`config.mk`:
```
export PLATFORM = sky130hd
export DESIGN_NAME = iepe_ctrl
export DESIGN_NICKNAME = d
export VERILOG_FILES = /design/src/hw/rtl/iepe_pkg.sv /design/src/hw/rtl/iepe_ctrl.sv
export SDC_FILE = /design/constraint.sdc
export NUM_CORES = 1
export LEC_CHECK = 0
export BUFFER_PORTS_ARGS = -buffer_cell sky130_fd_sc_hd__buf_2
export CAP_MARGIN = 20
export CORE_AREA = 5 5 42 44
export CTS_CLUSTER_SIZE = 16
export DETAILED_ROUTE_END_ITERATION = 10
export DIE_AREA = 0 0 47 49
export PLACE_DENSITY = 0.54
export SYNTH_ARGS = -nofsm -noshare
export SYNTH_HDL_FRONTEND = slang
export SYNTH_SLANG_ARGS = --single-unit
```
`constraint.sdc`:
```
create_clock -name clk -period 3.2 [get_ports clk]
set_clock_uncertainty 0.2 [all_clocks]
set_input_delay 0.64 -clock clk [delete_from_list [all_inputs] [get_ports clk]]
set_output_delay 0.64 -clock clk [all_outputs]
set_load 0.05 [all_outputs]
```
`src/hw/rtl/iepe_pkg.sv`:
```
// ----------------------------------------------------------------------------
// iepe_pkg
// Shared types, character codes, status codes and controller/datapath
// command and status groups of the infix expression parse and evaluate unit.
// ----------------------------------------------------------------------------
package iepe_pkg;

    // default longest token, in characters
    localparam int TOKEN_MAX_DEF = 31;

    // operand width and divider iteration count
    localparam int DATA_W    = 32;
    localparam int DIV_STEPS = DATA_W;

    // character codes
    localparam logic [7:0] CH_PLUS  = 8'h2B;
    localparam logic [7:0] CH_MINUS = 8'h2D;
    localparam logic [7:0] CH_STAR  = 8'h2A;
    localparam logic [7:0] CH_SLASH = 8'h2F;
    localparam logic [7:0] CH_PCT   = 8'h25;
    localparam logic [7:0] CH_SPACE = 8'h20;
    localparam logic [7:0] CH_TAB   = 8'h09;
    localparam logic [7:0] CH_LF    = 8'h0A;
    localparam logic [7:0] CH_CR    = 8'h0D;
    localparam logic [7:0] CH_ZERO  = 8'h30;
    localparam logic [7:0] CH_NINE  = 8'h39;

    // result status codes
    localparam logic [2:0] ST_OK     = 3'd0;
    localparam logic [2:0] ST_PARSE  = 3'd1;
    localparam logic [2:0] ST_DIVZ   = 3'd2;
    localparam logic [2:0] ST_MODZ   = 3'd3;
    localparam logic [2:0] ST_UNK_OP = 3'd4;

    // one input transaction
    typedef struct packed {
        logic [7:0] char_code;
        logic       line_end;
    } in_item_t;

    // one result transaction
    typedef struct packed {
        logic [2:0]               status;
        logic signed [DATA_W-1:0] value;
    } out_item_t;

    // controller to datapath
    typedef struct packed {
        logic consume;   // take the input character into the parse state
        logic eval;      // evaluate the parsed line and clear the parse state
        logic div_step;  // one restoring division iteration
        logic div_fin;   // sign-correct the quotient or remainder
    } dp_cmd_t;

    // datapath to controller
    typedef struct packed {
        logic blank_line; // no content on the line being evaluated
        logic need_div;   // line needs the iterative divider
    } dp_status_t;

endpackage

```
`src/hw/rtl/iepe_ctrl.sv`:
```
// ----------------------------------------------------------------------------
// iepe_ctrl
// Controller: accepts characters, sequences evaluation and division, and
// holds the result until it is taken.
// ----------------------------------------------------------------------------
module iepe_ctrl (
    input  logic                 clk,
    input  logic                 rst_n,
    input  logic                 in_valid,
    input  logic                 in_line_end,
    output logic                 in_ready,
    output logic                 out_valid,
    input  logic                 out_ready,
    input  iepe_pkg::dp_status_t status,
    output iepe_pkg::dp_cmd_t    cmd
);
    import iepe_pkg::*;

    localparam int STEP_W = $clog2(DIV_STEPS);
    localparam logic [STEP_W-1:0] STEP_LAST = STEP_W'(DIV_STEPS - 1);

    // state codes
    localparam logic [2:0] S_RUN  = 3'd0;
    localparam logic [2:0] S_EVAL = 3'd1;
    localparam logic [2:0] S_DIV  = 3'd2;
    localparam logic [2:0] S_FIN  = 3'd3;
    localparam logic [2:0] S_OUT  = 3'd4;

    logic [2:0]        state_reg, state_next;
    logic [STEP_W-1:0] step_reg,  step_next;
    logic              in_fire;

    assign in_ready  = (state_reg == S_RUN);
    assign out_valid = (state_reg == S_OUT);
    assign in_fire   = in_valid && in_ready;

    // commands to the datapath
    assign cmd.consume  = in_fire;
    assign cmd.eval     = (state_reg == S_EVAL);
    assign cmd.div_step = (state_reg == S_DIV);
    assign cmd.div_fin  = (state_reg == S_FIN);

    // next state
    always_comb
    begin
        state_next = state_reg;
        step_next  = step_reg;
        case (state_reg)
            S_RUN:
            begin
                if (in_fire && in_line_end)
                begin
                    state_next = S_EVAL;
                end
            end
            S_EVAL:
            begin
                step_next = '0;
                if (status.blank_line)
                begin
                    state_next = S_RUN;
                end
                else if (status.need_div)
                begin
                    state_next = S_DIV;
                end
                else
                begin
                    state_next = S_OUT;
                end
            end
            S_DIV:
            begin
                step_next = step_reg + 1'b1;
                if (step_reg == STEP_LAST)
                begin
                    state_next = S_FIN;
                end
            end
            S_FIN:
            begin
                state_next = S_OUT;
            end
            S_OUT:
            begin
                if (out_ready)
                begin
                    state_next = S_RUN;
                end
            end
            default:
            begin
                state_next = S_RUN;
            end
        endcase
    end

    always_ff @(posedge clk or negedge rst_n)
    begin
        if (!rst_n)
        begin
            state_reg <= S_RUN;
            step_reg  <= '0;
        end
        else
        begin
            state_reg <= state_next;
            step_reg  <= step_next;
        end
    end

endmodule

```
==> out/summary.txt <==
outcome = finished clean
syn_area_per_cell = 11.2 µm²
core box area = 1400 µm²
# DRC = 0
crit path kind = flop to output port
Warnings, synthesis = 0
DR WL met2 = 333 µm
DRT iter0 DRCs = 2
Ports = 13
Post-Route WL = 846 µm
Mapped Nets = 47
endpoints failing hold = 0
H-tree depth = 1
area leader, netlist = dfrtp_1
actual transition at the worst max-transition pin = 0.401 ns
LEAKAGE = 0.000279 µW
GPL Wtd Cong = 0.704
Routed Antenna Nets = 0
post-synthesis sequential area ratio = 0.471
RSZ-0062 raised after global routing = false
CTS tree = built
Final Core Density = 0.371
pwr dens = 783 nW/µm²
Max Clock Freq = 430 MHz
RR Startpoint = state_reg[1]$_DFFE_PN0P_
share of post-route cells with drive strength above 1 = 0.365
Die Y = 49 µm
Vias = 340
Routed wire per std cell = 12.4 µm
post-synth cell types = 21
final slew viol count = 0
HPWL Detailed = 661 µm
Die X = 47 µm
Slew HR = 0.732
I/O Buffers = 12
post-CTS setup buffer count = 0
Clock Tree Root = clkbuf_4
post-CTS sizing = 0
CTS Hold Bufs = 0
final cycle utilization of the critical path = 0.727
Syn Inst Count = 38
fill count = 155
synth-to-layout area growth = 22.4%
CP Launch Type = flop
share of the synthesized area in the top cell type = 0.471
Max Cap Viol = 0
Worst Path Max Fanout = 8
vias per inst = 5.00
Max clock buf depth = 2
TritonCTS Buffers = 3
vias in the first global route = 326
First-pass DRT Iterations = 2
Hold Path Class = primary input to async pin
max layer used = met4
WP data required = 2.36 ns
first-pass GRT wire length = 1380 µm
Mapped Area = 425 µm²
maximum VDD drop = 0.000410 V
Worst setup EP type = output port
Area contributors post-synth = dfrtp_1 47%, a22o_1 6.2%, ha_1 5.9%
initial antenna violation count = 0
gr ovfl total = 0
Critical path origin = state_reg[1]$_DFFE_PN0P_
register area = 200 µm²
Met3 Wirelength = 92 µm
max FFs per register = 5
multi-input logic area = 201 µm²
Setup TNS Final = 0 ns
antenna cells = 0
nets = 63
Die Area = 2300 µm²
Initial Utilization = 0.304
Routed met1 length = 386 µm
row cnt = 14
Final min period = 2.33 ns
Synth Register Bits = 8
Worst-Skew Late Latency = 0.25 ns
GR Util All Layers = 0.0874
Sink Count = 8
final setup fails = 0
Clock transition at path regs = 0.05 ns
Worst Path Arrival = 1.49 ns
pin count of the biggest net entering global routing = 9
## placed cells by master, fill, tap and decap left out, drive strengths merged, types with 2 or more instances in the layout
| cell type | n |
|---|---|
| buf | 12 |
| dfrtp | 8 |
| nor3b | 3 |
| a22o | 3 |
| clkbuf | 3 |
| inv | 2 |
| and3 | 2 |
| nor3 | 2 |
| nand2 | 2 |
| nand3b | 2 |
| ha | 2 |
## cell families (layout without fill, tap and decap cells)
family	Yosys count	count (layout)	synth area share
AO/OA/AOI/OAI	7	7	0.141
XOR/XNOR	1	1	0.0206
flip-flops	8	8	0.471
buffers and inverters	4	18	0.0559
AND/OR/NAND/NOR	15	15	0.226
adder cells (fa/ha/maj)	2	2	0.0588
multiplexers	1	1	0.0265
## report_power, final
group          switching [µW]  internal (µW)
clock                    34.1           42.9
sequential               26.8            124
combinational             120           60.2
## path summary, 6_finish.rpt
kind	endpoint	cells after the start	slack [ns]
hold reg to reg	step_reg[4]$_DFFE_PN0P_	1	0.32
max in group asynchronous	state_reg[0]$_DFFE_PN0P_	1	2.62
setup / recovery	cmd[1]	3	0.87
hold / removal	step_reg[0]$_DFFE_PN0P_	1	0.02
setup reg to reg	step_reg[2]$_DFFE_PN0P_	4	1.54
min in group clk	step_reg[4]$_DFFE_PN0P_	1	0.32
## stage by stage
step           setup slack [ns]  instance area (µm²)  total power (µW)  hold slack [ns]  std cells
2_1_floorplan             0.370                  425               297            0.144         38
3_3_place_gp               1.14                  498               335            0.294         65
3_5_place_dp               1.14                  498               336            0.290         65
4_1_cts                   0.859                  520               415           0.0207         68
5_1_grt                   0.743                  520               439           0.0249         68
6_report                  0.873                  520               408           0.0195         68
## critical path: stages, from the launching register on
cell and delay [ns]:
dfrtp_1 0.45, or3b_4 0.45, clkinv_4 0.08, buf_2 0.26
## per-layer routing
| layer | GRT usage | vias up |
|---|---|---|
| met3 | 0.0332 | 4 |
| met4 | 0.0691 | 0 |
| met2 | 0.109 | 13 |
| li1 | - | 169 |
| met1 | 0.115 | 154 |
| met5 | 0 | - |
## cells in the mapped netlist
cell	number
clkinv_4	1
or3b_4	1
buf_4	1
and2_1	1
nand3_1	1
mux2_2	1
nand2_1	2
nor3_1	2
xnor2_1	1
nor2_2	1
a211oi_1	1
ha_1	2
nand3b_1	2
o21bai_1	1
and3_1	2
a22o_1	3
dfrtp_1	8
inv_1	2
nor3b_1	3
a211o_1	1
a32o_1	1
## final cells by class
class,count,share of cell area
multi-input cells,26,0.387
flip-flops and latches,8,0.385
repair buffers,12,0.115
clock buffers,3,0.0433
well taps,16,0.0385
inverters,3,0.0313
Note: power is estimated with default switching activity, not from simulation.
