File: config.mk
export PLATFORM = sky130hd
export DESIGN_NAME = iepe_datapath
export DESIGN_NICKNAME = d
export VERILOG_FILES = /design/src/hw/rtl/iepe_pkg.sv /design/src/hw/rtl/iepe_datapath.sv
export SDC_FILE = /design/constraint.sdc
export NUM_CORES = 2
export LEC_CHECK = 0
export BUFFER_PORTS_ARGS = -buffer_cell sky130_fd_sc_hd__buf_2
export CORE_MARGIN = 2
export CORE_UTILIZATION = 60
export DETAILED_ROUTE_END_ITERATION = 7
export HOLD_SLACK_MARGIN = 0.03
export PLACE_DENSITY = 0.78
export SYNTH_ARGS = -nofsm -noshare
export SYNTH_HDL_FRONTEND = slang
export SYNTH_SLANG_ARGS = --single-unit
File: constraint.sdc
create_clock -name clk -period 10.3 [get_ports clk]
set_input_delay 0.515 -clock clk [delete_from_list [all_inputs] [get_ports clk]]
set_output_delay 0.515 -clock clk [all_outputs]
set_load 0.05 [all_outputs]
File: src/hw/rtl/iepe_pkg.sv
// ----------------------------------------------------------------------------
// iepe_pkg
// Shared types, character codes, status codes and controller/datapath
// command and status groups of the infix expression parse and evaluate unit.
// ----------------------------------------------------------------------------
package iepe_pkg;

    // default longest token, in characters
    localparam int TOKEN_MAX_DEF = 31;

    // operand width and divider iteration count
    localparam int DATA_W    = 32;
    localparam int DIV_STEPS = DATA_W;

    // character codes
    localparam logic [7:0] CH_PLUS  = 8'h2B;
    localparam logic [7:0] CH_MINUS = 8'h2D;
    localparam logic [7:0] CH_STAR  = 8'h2A;
    localparam logic [7:0] CH_SLASH = 8'h2F;
    localparam logic [7:0] CH_PCT   = 8'h25;
    localparam logic [7:0] CH_SPACE = 8'h20;
    localparam logic [7:0] CH_TAB   = 8'h09;
    localparam logic [7:0] CH_LF    = 8'h0A;
    localparam logic [7:0] CH_CR    = 8'h0D;
    localparam logic [7:0] CH_ZERO  = 8'h30;
    localparam logic [7:0] CH_NINE  = 8'h39;

    // result status codes
    localparam logic [2:0] ST_OK     = 3'd0;
    localparam logic [2:0] ST_PARSE  = 3'd1;
    localparam logic [2:0] ST_DIVZ   = 3'd2;
    localparam logic [2:0] ST_MODZ   = 3'd3;
    localparam logic [2:0] ST_UNK_OP = 3'd4;

    // one input transaction
    typedef struct packed {
        logic [7:0] char_code;
        logic       line_end;
    } in_item_t;

    // one result transaction
    typedef struct packed {
        logic [2:0]               status;
        logic signed [DATA_W-1:0] value;
    } out_item_t;

    // controller to datapath
    typedef struct packed {
        logic consume;   // take the input character into the parse state
        logic eval;      // evaluate the parsed line and clear the parse state
        logic div_step;  // one restoring division iteration
        logic div_fin;   // sign-correct the quotient or remainder
    } dp_cmd_t;

    // datapath to controller
    typedef struct packed {
        logic blank_line; // no content on the line being evaluated
        logic need_div;   // line needs the iterative divider
    } dp_status_t;

endpackage

File: src/hw/rtl/iepe_datapath.sv
// ----------------------------------------------------------------------------
// iepe_datapath
// Per-character parse state, operand evaluation, 32-step restoring divider
// and the result register.
// ----------------------------------------------------------------------------
module iepe_datapath #(
    parameter int TOKEN_MAX = iepe_pkg::TOKEN_MAX_DEF
) (
    input  logic                              clk,
    input  logic                              rst_n,
    input  iepe_pkg::dp_cmd_t                 cmd,
    input  logic [7:0]                        char_code,
    output iepe_pkg::dp_status_t              status,
    output logic [2:0]                        res_status,
    output logic signed [iepe_pkg::DATA_W-1:0] res_value
);
    import iepe_pkg::*;

    localparam int CNT_W = $clog2(TOKEN_MAX + 1);
    localparam logic [CNT_W-1:0] TOK_LIM = CNT_W'(TOKEN_MAX);

    // parse phase codes
    localparam logic [2:0] PH_LEAD   = 3'd0;
    localparam logic [2:0] PH_LEFT   = 3'd1;
    localparam logic [2:0] PH_OPWAIT = 3'd2;
    localparam logic [2:0] PH_RWAIT  = 3'd3;
    localparam logic [2:0] PH_RIGHT  = 3'd4;
    localparam logic [2:0] PH_TAIL   = 3'd5;

    // parse state
    logic [2:0]        phase_reg,      phase_next;
    logic [DATA_W-1:0] lval_reg,       lval_next;
    logic [CNT_W-1:0]  lcnt_reg,       lcnt_next;
    logic [7:0]        op_reg,         op_next;
    logic [DATA_W-1:0] rval_reg,       rval_next;
    logic [CNT_W-1:0]  rcnt_reg,       rcnt_next;
    logic              rneg_reg,       rneg_next;
    logic              rdig_reg,       rdig_next;
    logic              err_reg,        err_next;
    logic              content_reg,    content_next;

    // divider and result
    logic [DATA_W-1:0] rem_reg,  rem_next;
    logic [DATA_W-1:0] quo_reg,  quo_next;
    logic [DATA_W-1:0] dvs_reg,  dvs_next;
    logic              negq_reg, negq_next;
    logic              negr_reg, negr_next;
    logic              ismod_reg, ismod_next;
    logic [2:0]        rst_reg,  rst_next;
    logic [DATA_W-1:0] rval_out_reg, rval_out_next;

    // character classes
    logic              is_blank;
    logic              is_op;
    logic              is_digit;
    logic [2:0]        ph_eff;
    logic [DATA_W-1:0] lval_x10;
    logic [DATA_W-1:0] rval_x10;

    // evaluation terms
    logic              parse_bad;
    logic [DATA_W-1:0] opa;
    logic [DATA_W-1:0] opb;
    logic [DATA_W-1:0] ua;
    logic [DATA_W-1:0] ub;
    logic [DATA_W-1:0] prod;
    logic [2:0]        ev_status;
    logic [DATA_W-1:0] ev_value;
    logic              ev_div;

    // divider step terms
    logic [DATA_W:0]   rem_sh;
    logic [DATA_W:0]   rem_diff;

    assign is_blank = (char_code == CH_SPACE) || (char_code == CH_TAB) ||
                      (char_code == CH_LF) || (char_code == CH_CR);
    assign is_op    = (char_code == CH_PLUS) || (char_code == CH_MINUS) ||
                      (char_code == CH_STAR) || (char_code == CH_SLASH) ||
                      (char_code == CH_PCT);
    assign is_digit = (char_code >= CH_ZERO) && (char_code <= CH_NINE);

    // v * 10 + digit as shift-add, wrapping at 32 bits
    assign lval_x10 = {lval_reg[DATA_W-4:0], 3'b000} + {lval_reg[DATA_W-2:0], 1'b0} +
                      {{(DATA_W-4){1'b0}}, char_code[3:0]};
    assign rval_x10 = {rval_reg[DATA_W-4:0], 3'b000} + {rval_reg[DATA_W-2:0], 1'b0} +
                      {{(DATA_W-4){1'b0}}, char_code[3:0]};

    // phase after leading-space or right-wait fall-through
    always_comb
    begin
        ph_eff = phase_reg;
        if ((phase_reg == PH_LEAD) && !is_blank)
        begin
            ph_eff = PH_LEFT;
        end
        else if ((phase_reg == PH_RWAIT) && !is_blank)
        begin
            ph_eff = PH_RIGHT;
        end
    end

    // operand evaluation
    assign parse_bad = err_reg || (phase_reg < PH_RWAIT) ||
                       (lcnt_reg == '0) || !rdig_reg;
    assign opa  = lval_reg;
    assign opb  = rneg_reg ? (DATA_W'(0) - rval_reg) : rval_reg;
    assign ua   = opa[DATA_W-1] ? (DATA_W'(0) - opa) : opa;
    assign ub   = opb[DATA_W-1] ? (DATA_W'(0) - opb) : opb;
    assign prod = DATA_W'(opa * opb);

    always_comb
    begin
        ev_status = ST_OK;
        ev_value  = '0;
        ev_div    = 1'b0;
        if (parse_bad)
        begin
            ev_status = ST_PARSE;
        end
        else
        begin
            case (op_reg)
                CH_PLUS:  ev_value = opa + opb;
                CH_MINUS: ev_value = opa - opb;
                CH_STAR:  ev_value = prod;
                CH_SLASH:
                begin
                    if (opb == '0)
                    begin
                        ev_status = ST_DIVZ;
                    end
                    else
                    begin
                        ev_div = 1'b1;
                    end
                end
                CH_PCT:
                begin
                    if (opb == '0)
                    begin
                        ev_status = ST_MODZ;
                    end
                    else
                    begin
                        ev_div = 1'b1;
                    end
                end
                default:  ev_status = ST_UNK_OP;
            endcase
        end
    end

    assign status.blank_line = !content_reg;
    assign status.need_div   = ev_div;

    // restoring division step
    assign rem_sh   = {rem_reg, quo_reg[DATA_W-1]};
    assign rem_diff = rem_sh - {1'b0, dvs_reg};

    // next-state logic
    always_comb
    begin
        phase_next    = phase_reg;
        lval_next     = lval_reg;
        lcnt_next     = lcnt_reg;
        op_next       = op_reg;
        rval_next     = rval_reg;
        rcnt_next     = rcnt_reg;
        rneg_next     = rneg_reg;
        rdig_next     = rdig_reg;
        err_next      = err_reg;
        content_next  = content_reg;
        rem_next      = rem_reg;
        quo_next      = quo_reg;
        dvs_next      = dvs_reg;
        negq_next     = negq_reg;
        negr_next     = negr_reg;
        ismod_next    = ismod_reg;
        rst_next      = rst_reg;
        rval_out_next = rval_out_reg;

        // parse one character
        if (cmd.consume)
        begin
            if ((phase_reg == PH_LEAD) && !is_blank)
            begin
                content_next = 1'b1;
            end
            case (ph_eff)
                PH_LEAD: ;
                PH_LEFT:
                begin
                    phase_next = PH_LEFT;
                    if (is_blank)
                    begin
                        phase_next = PH_OPWAIT;
                    end
                    else if (is_op)
                    begin
                        op_next    = char_code;
                        phase_next = PH_RWAIT;
                    end
                    else if (lcnt_reg >= TOK_LIM)
                    begin
                        err_next = 1'b1;
                    end
                    else
                    begin
                        lcnt_next = lcnt_reg + 1'b1;
                        if (!is_digit)
                        begin
                            err_next = 1'b1;
                        end
                        else
                        begin
                            lval_next = lval_x10;
                        end
                    end
                end
                PH_OPWAIT:
                begin
                    if (!is_blank)
                    begin
                        op_next    = char_code;
                        phase_next = PH_RWAIT;
                    end
                end
                PH_RWAIT: ;
                PH_RIGHT:
                begin
                    phase_next = PH_RIGHT;
                    if (is_blank)
                    begin
                        phase_next = PH_TAIL;
                    end
                    else if (rcnt_reg >= TOK_LIM)
                    begin
                        err_next = 1'b1;
                    end
                    else
                    begin
                        if ((rcnt_reg == '0) && (char_code == CH_MINUS))
                        begin
                            rneg_next = 1'b1;
                        end
                        else if ((rcnt_reg == '0) && (char_code == CH_PLUS))
                        begin
                            rneg_next = rneg_reg;
                        end
                        else if (!is_digit)
                        begin
                            err_next = 1'b1;
                        end
                        else
                        begin
                            rval_next = rval_x10;
                            rdig_next = 1'b1;
                        end
                        rcnt_next = rcnt_reg + 1'b1;
                    end
                end
                default:
                begin
                    // trailing space and unused codes
                    if (!is_blank)
                    begin
                        err_next = 1'b1;
                    end
                end
            endcase
        end

        // evaluate the line, load the divider, clear the parse state
        if (cmd.eval)
        begin
            rst_next      = ev_status;
            rval_out_next = ev_value;
            rem_next      = '0;
            quo_next      = ua;
            dvs_next      = ub;
            negq_next     = opa[DATA_W-1] ^ opb[DATA_W-1];
            negr_next     = opa[DATA_W-1];
            ismod_next    = (op_reg == CH_PCT);
            phase_next    = PH_LEAD;
            lval_next     = '0;
            lcnt_next     = '0;
            op_next       = '0;
            rval_next     = '0;
            rcnt_next     = '0;
            rneg_next     = 1'b0;
            rdig_next     = 1'b0;
            err_next      = 1'b0;
            content_next  = 1'b0;
        end

        // one quotient bit
        if (cmd.div_step)
        begin
            if (!rem_diff[DATA_W])
            begin
                rem_next = rem_diff[DATA_W-1:0];
                quo_next = {quo_reg[DATA_W-2:0], 1'b1};
            end
            else
            begin
                rem_next = rem_sh[DATA_W-1:0];
                quo_next = {quo_reg[DATA_W-2:0], 1'b0};
            end
        end

        // signed result of the division
        if (cmd.div_fin)
        begin
            if (ismod_reg)
            begin
                rval_out_next = negr_reg ? (DATA_W'(0) - rem_reg) : rem_reg;
            end
            else
            begin
                rval_out_next = negq_reg ? (DATA_W'(0) - quo_reg) : quo_reg;
            end
        end
    end

    // parse state registers
    always_ff @(posedge clk or negedge rst_n)
    begin
        if (!rst_n)
        begin
            phase_reg   <= PH_LEAD;
            lval_reg    <= '0;
            lcnt_reg    <= '0;
            op_reg      <= '0;
            rval_reg    <= '0;
            rcnt_reg    <= '0;
            rneg_reg    <= 1'b0;
            rdig_reg    <= 1'b0;
            err_reg     <= 1'b0;
            content_reg <= 1'b0;
        end
        else
        begin
            phase_reg   <= phase_next;
            lval_reg    <= lval_next;
            lcnt_reg    <= lcnt_next;
            op_reg      <= op_next;
            rval_reg    <= rval_next;
            rcnt_reg    <= rcnt_next;
            rneg_reg    <= rneg_next;
            rdig_reg    <= rdig_next;
            err_reg     <= err_next;
            content_reg <= content_next;
        end
    end

    // divider and result registers
    always_ff @(posedge clk)
    begin
        rem_reg      <= rem_next;
        quo_reg      <= quo_next;
        dvs_reg      <= dvs_next;
        negq_reg     <= negq_next;
        negr_reg     <= negr_next;
        ismod_reg    <= ismod_next;
        rst_reg      <= rst_next;
        rval_out_reg <= rval_out_next;
    end

    assign res_status = rst_reg;
    assign res_value  = rval_out_reg;

endmodule

==> flow_summary.ini <==
[final_layout]
syn_to_final_growth_pct = 6.49
drive_above_1_share = 0.0569
layout.nets = 4848
diodes = 0
fill_cells = 4950

[clocking]
root_buffer = clkbuf_16
cts_tree = built
numClockSinks = 223
clk_path_buf_depth = 3
clk_pin_slew_ns = 0.07
post_cts_resized = 0
clock_latency_ns = 0.59
cts_max_level = 1
cts_inserted_buffers = 28

[floorplan]
die_h_um = 249
dieWidth_um = 249
core_area_mm2 = 0.0590
initial_utilization = 0.608
ios = 51
num_rows = 89
fp.dieArea_mm2 = 0.0618

[worst_setup_path]
slowest_delay_ns = 0.55
cp_max_fo = 10
arrival_ns = 10.15
required_ns = 10.64
start_kind = flip-flop
crit_path_end_kind = flip-flop
r2r_slack_ns = 0.49
crit_top_cell = fa_1
slowest_stage = fa_1
critical_path_class = flip-flop to flip-flop

[logic_synthesis]
synth_warnings = 0
ys_ff_latch = 223
synthTopCellsByArea = fa_1 (23%), edfxtp_1 (11%), ha_1 (11%)
syn_nets = 4879
synth.avg_cell_area_um2 = 8.67
netlist_instances = 4138
netlist_area_mm2 = 0.0359
yosysUniqueCellTypes = 79
async_reset_ff_frac = 0.399
synth_edf_count = 134
yosysTopAreaCellShare = 0.231
yosys.area.top_type = fa_1
synth_ff_type = edfxtp_1
ys_seq_area_frac = 0.174

[grt]
grtUsageTotal = 0.344
gr-total-overflow = 0
grt_pass1_wl_um = 167000
antenna_found_initial = 1
grt_max_degree = 96
grt_pass1_vias = 29700

[placed_design]
place.port_buffers = 50
routabilityCongestion = 1.01
hpwl_um = 81400

[timing]
hold_ws_ns = 0.154
setup_viol = 0
finalHoldViolCount = 0
min_period_ns = 9.81
tns_ns = 0
fin_crit_sh = 0.953
tightest_slew_ns = 1.34
rsz0062_at_grt = false
drv_slew = 0
fmax_mhz = 102
skew_ns = 0.0163
slew_headroom = 0.106

[pwr]
peakVddDrop_mv = 0.166
leakage_nw = 18.4
power.density_mw_per_mm2 = 93.1

[min_path]
min_path_type = input pin to flip-flop

[drt]
first_pass_iters = 8
vias = 29700
ant_nets = 0
finalWirelength_um = 107000
drtIter0Drc = 3104
drc = 0
viasPerCell = 6.05
wl_per_cell_um = 21.8

[flow_run]
max-cap-violations = 0

[outcome]
status = finished, final reports clean
per-stage QoR:
step,area (um^2),util,setup slack (ns),power (mW),std cells
2_1_floorplan,35900,-,1.23,2.14,4138
3_3_place_gp,37200,0.630,0.728,2.39,4849
3_5_place_dp,37200,0.630,0.595,2.43,4849
4_1_cts,38200,0.647,0.559,3.56,4902
5_1_grt,38200,0.647,0.0757,3.73,4902
6_report,38200,0.647,0.486,3.56,4902
area by class of cell:
type	instances	area [um^2]	share of cell area
clock inverter	18	292	0.00763
sequential	223	6250	0.164
multi-input combinational	3144	26900	0.703
clock buffer	34	743	0.0195
inverter	572	2150	0.0562
timing repair buffer	138	931	0.0244
tap	773	967	0.0253
placed cells by master (no fill, tap or decap), types with 45 or more instances in the layout:
master / synthesis / layout
inv_1: 571 / 571
nand2_1: 546 / 546
fa_1: 414 / 414
ha_1: 313 / 313
xnor2_1: 237 / 227
and2_1: 210 / 210
nor2_1: 198 / 198
o21ai_0: 174 / 174
a21oi_1: 173 / 173
edfxtp_1: 134 / 134
xor2_1: 140 / 133
dfrtp_1: 89 / 89
buf_4: 1 / 88
nor2b_1: 84 / 83
a21o_1: 68 / 68
nand2b_1: 52 / 52
buf_2: 9 / 48
mux2i_1: 45 / 45
critical path: cells and delay by family (launching register included):
family | cells | cell delay (ns)
buf+inv | 5 | 0.28
fa+ha+maj | 10 | 4.44
flops | 1 | 0.45
simple gates | 5 | 1.43
xor+xnor | 2 | 0.60
compound gates | 10 | 2.36
synthesized netlist by cell type (32+ instances only):
library cell,instances
mux2i_1,45
nor3_1,45
dfrtp_1,89
inv_1,571
a21o_1,68
xor2_1,140
and2_1,210
nand2b_1,52
clkbuf_1,176
nor2_1,198
o31ai_1,41
edfxtp_1,134
nand2_1,546
ha_1,313
o211ai_1,36
a21oi_1,173
nor2b_1,84
xnor2_1,237
or3_1,37
nand3_1,32
o21ai_0,174
fa_1,414
worst paths after layout:
kind	endpoint	depth (start not counted)	from
setup / recovery	res_value[29]	32	rval_reg[1]
hold / removal	phase_reg[1]	2	cmd[3]
setup reg to reg	res_value[29]	32	rval_reg[1]
hold reg to reg	rdig_reg	2	rdig_reg
max in group asynchronous	lval_reg[31]	3	rst_n
min in group asynchronous	rval_reg[23]	2	rst_n
routing by layer:
| layer | global-route usage | vias up | share of wire |
|---|---|---|---|
| met3 | 0.0563 | 372 | 0.093 |
| li1 | - | 13400 | - |
| met1 | 0.451 | 14400 | 0.39 |
| met5 | 0 | - | 0 |
| met2 | 0.549 | 1467 | 0.45 |
| met4 | 0.184 | 0 | 0.064 |
repair_timing:
action	CTS	global route
hold buffers	1	0
endpoints found under the hold margin	37	0
buffers inserted	0	0
report_power, final:
part	internal (mW)	switching (mW)	total, mW
registers	1.09	0.140	1.23
clock network	0.691	0.431	1.12
logic	0.510	0.696	1.21
total	2.29	1.27	3.56
cells by family after synthesis:
family          count (synthesis)  share of synthesized area
fa+ha+maj                     727                      0.340
xor+xnor                      380                     0.0939
flops                         223                      0.174
compound gates                681                      0.120
buf+inv                       771                     0.0811
mux                            46                     0.0129
simple gates                 1310                      0.177
(Power assumes the default switching activity.)
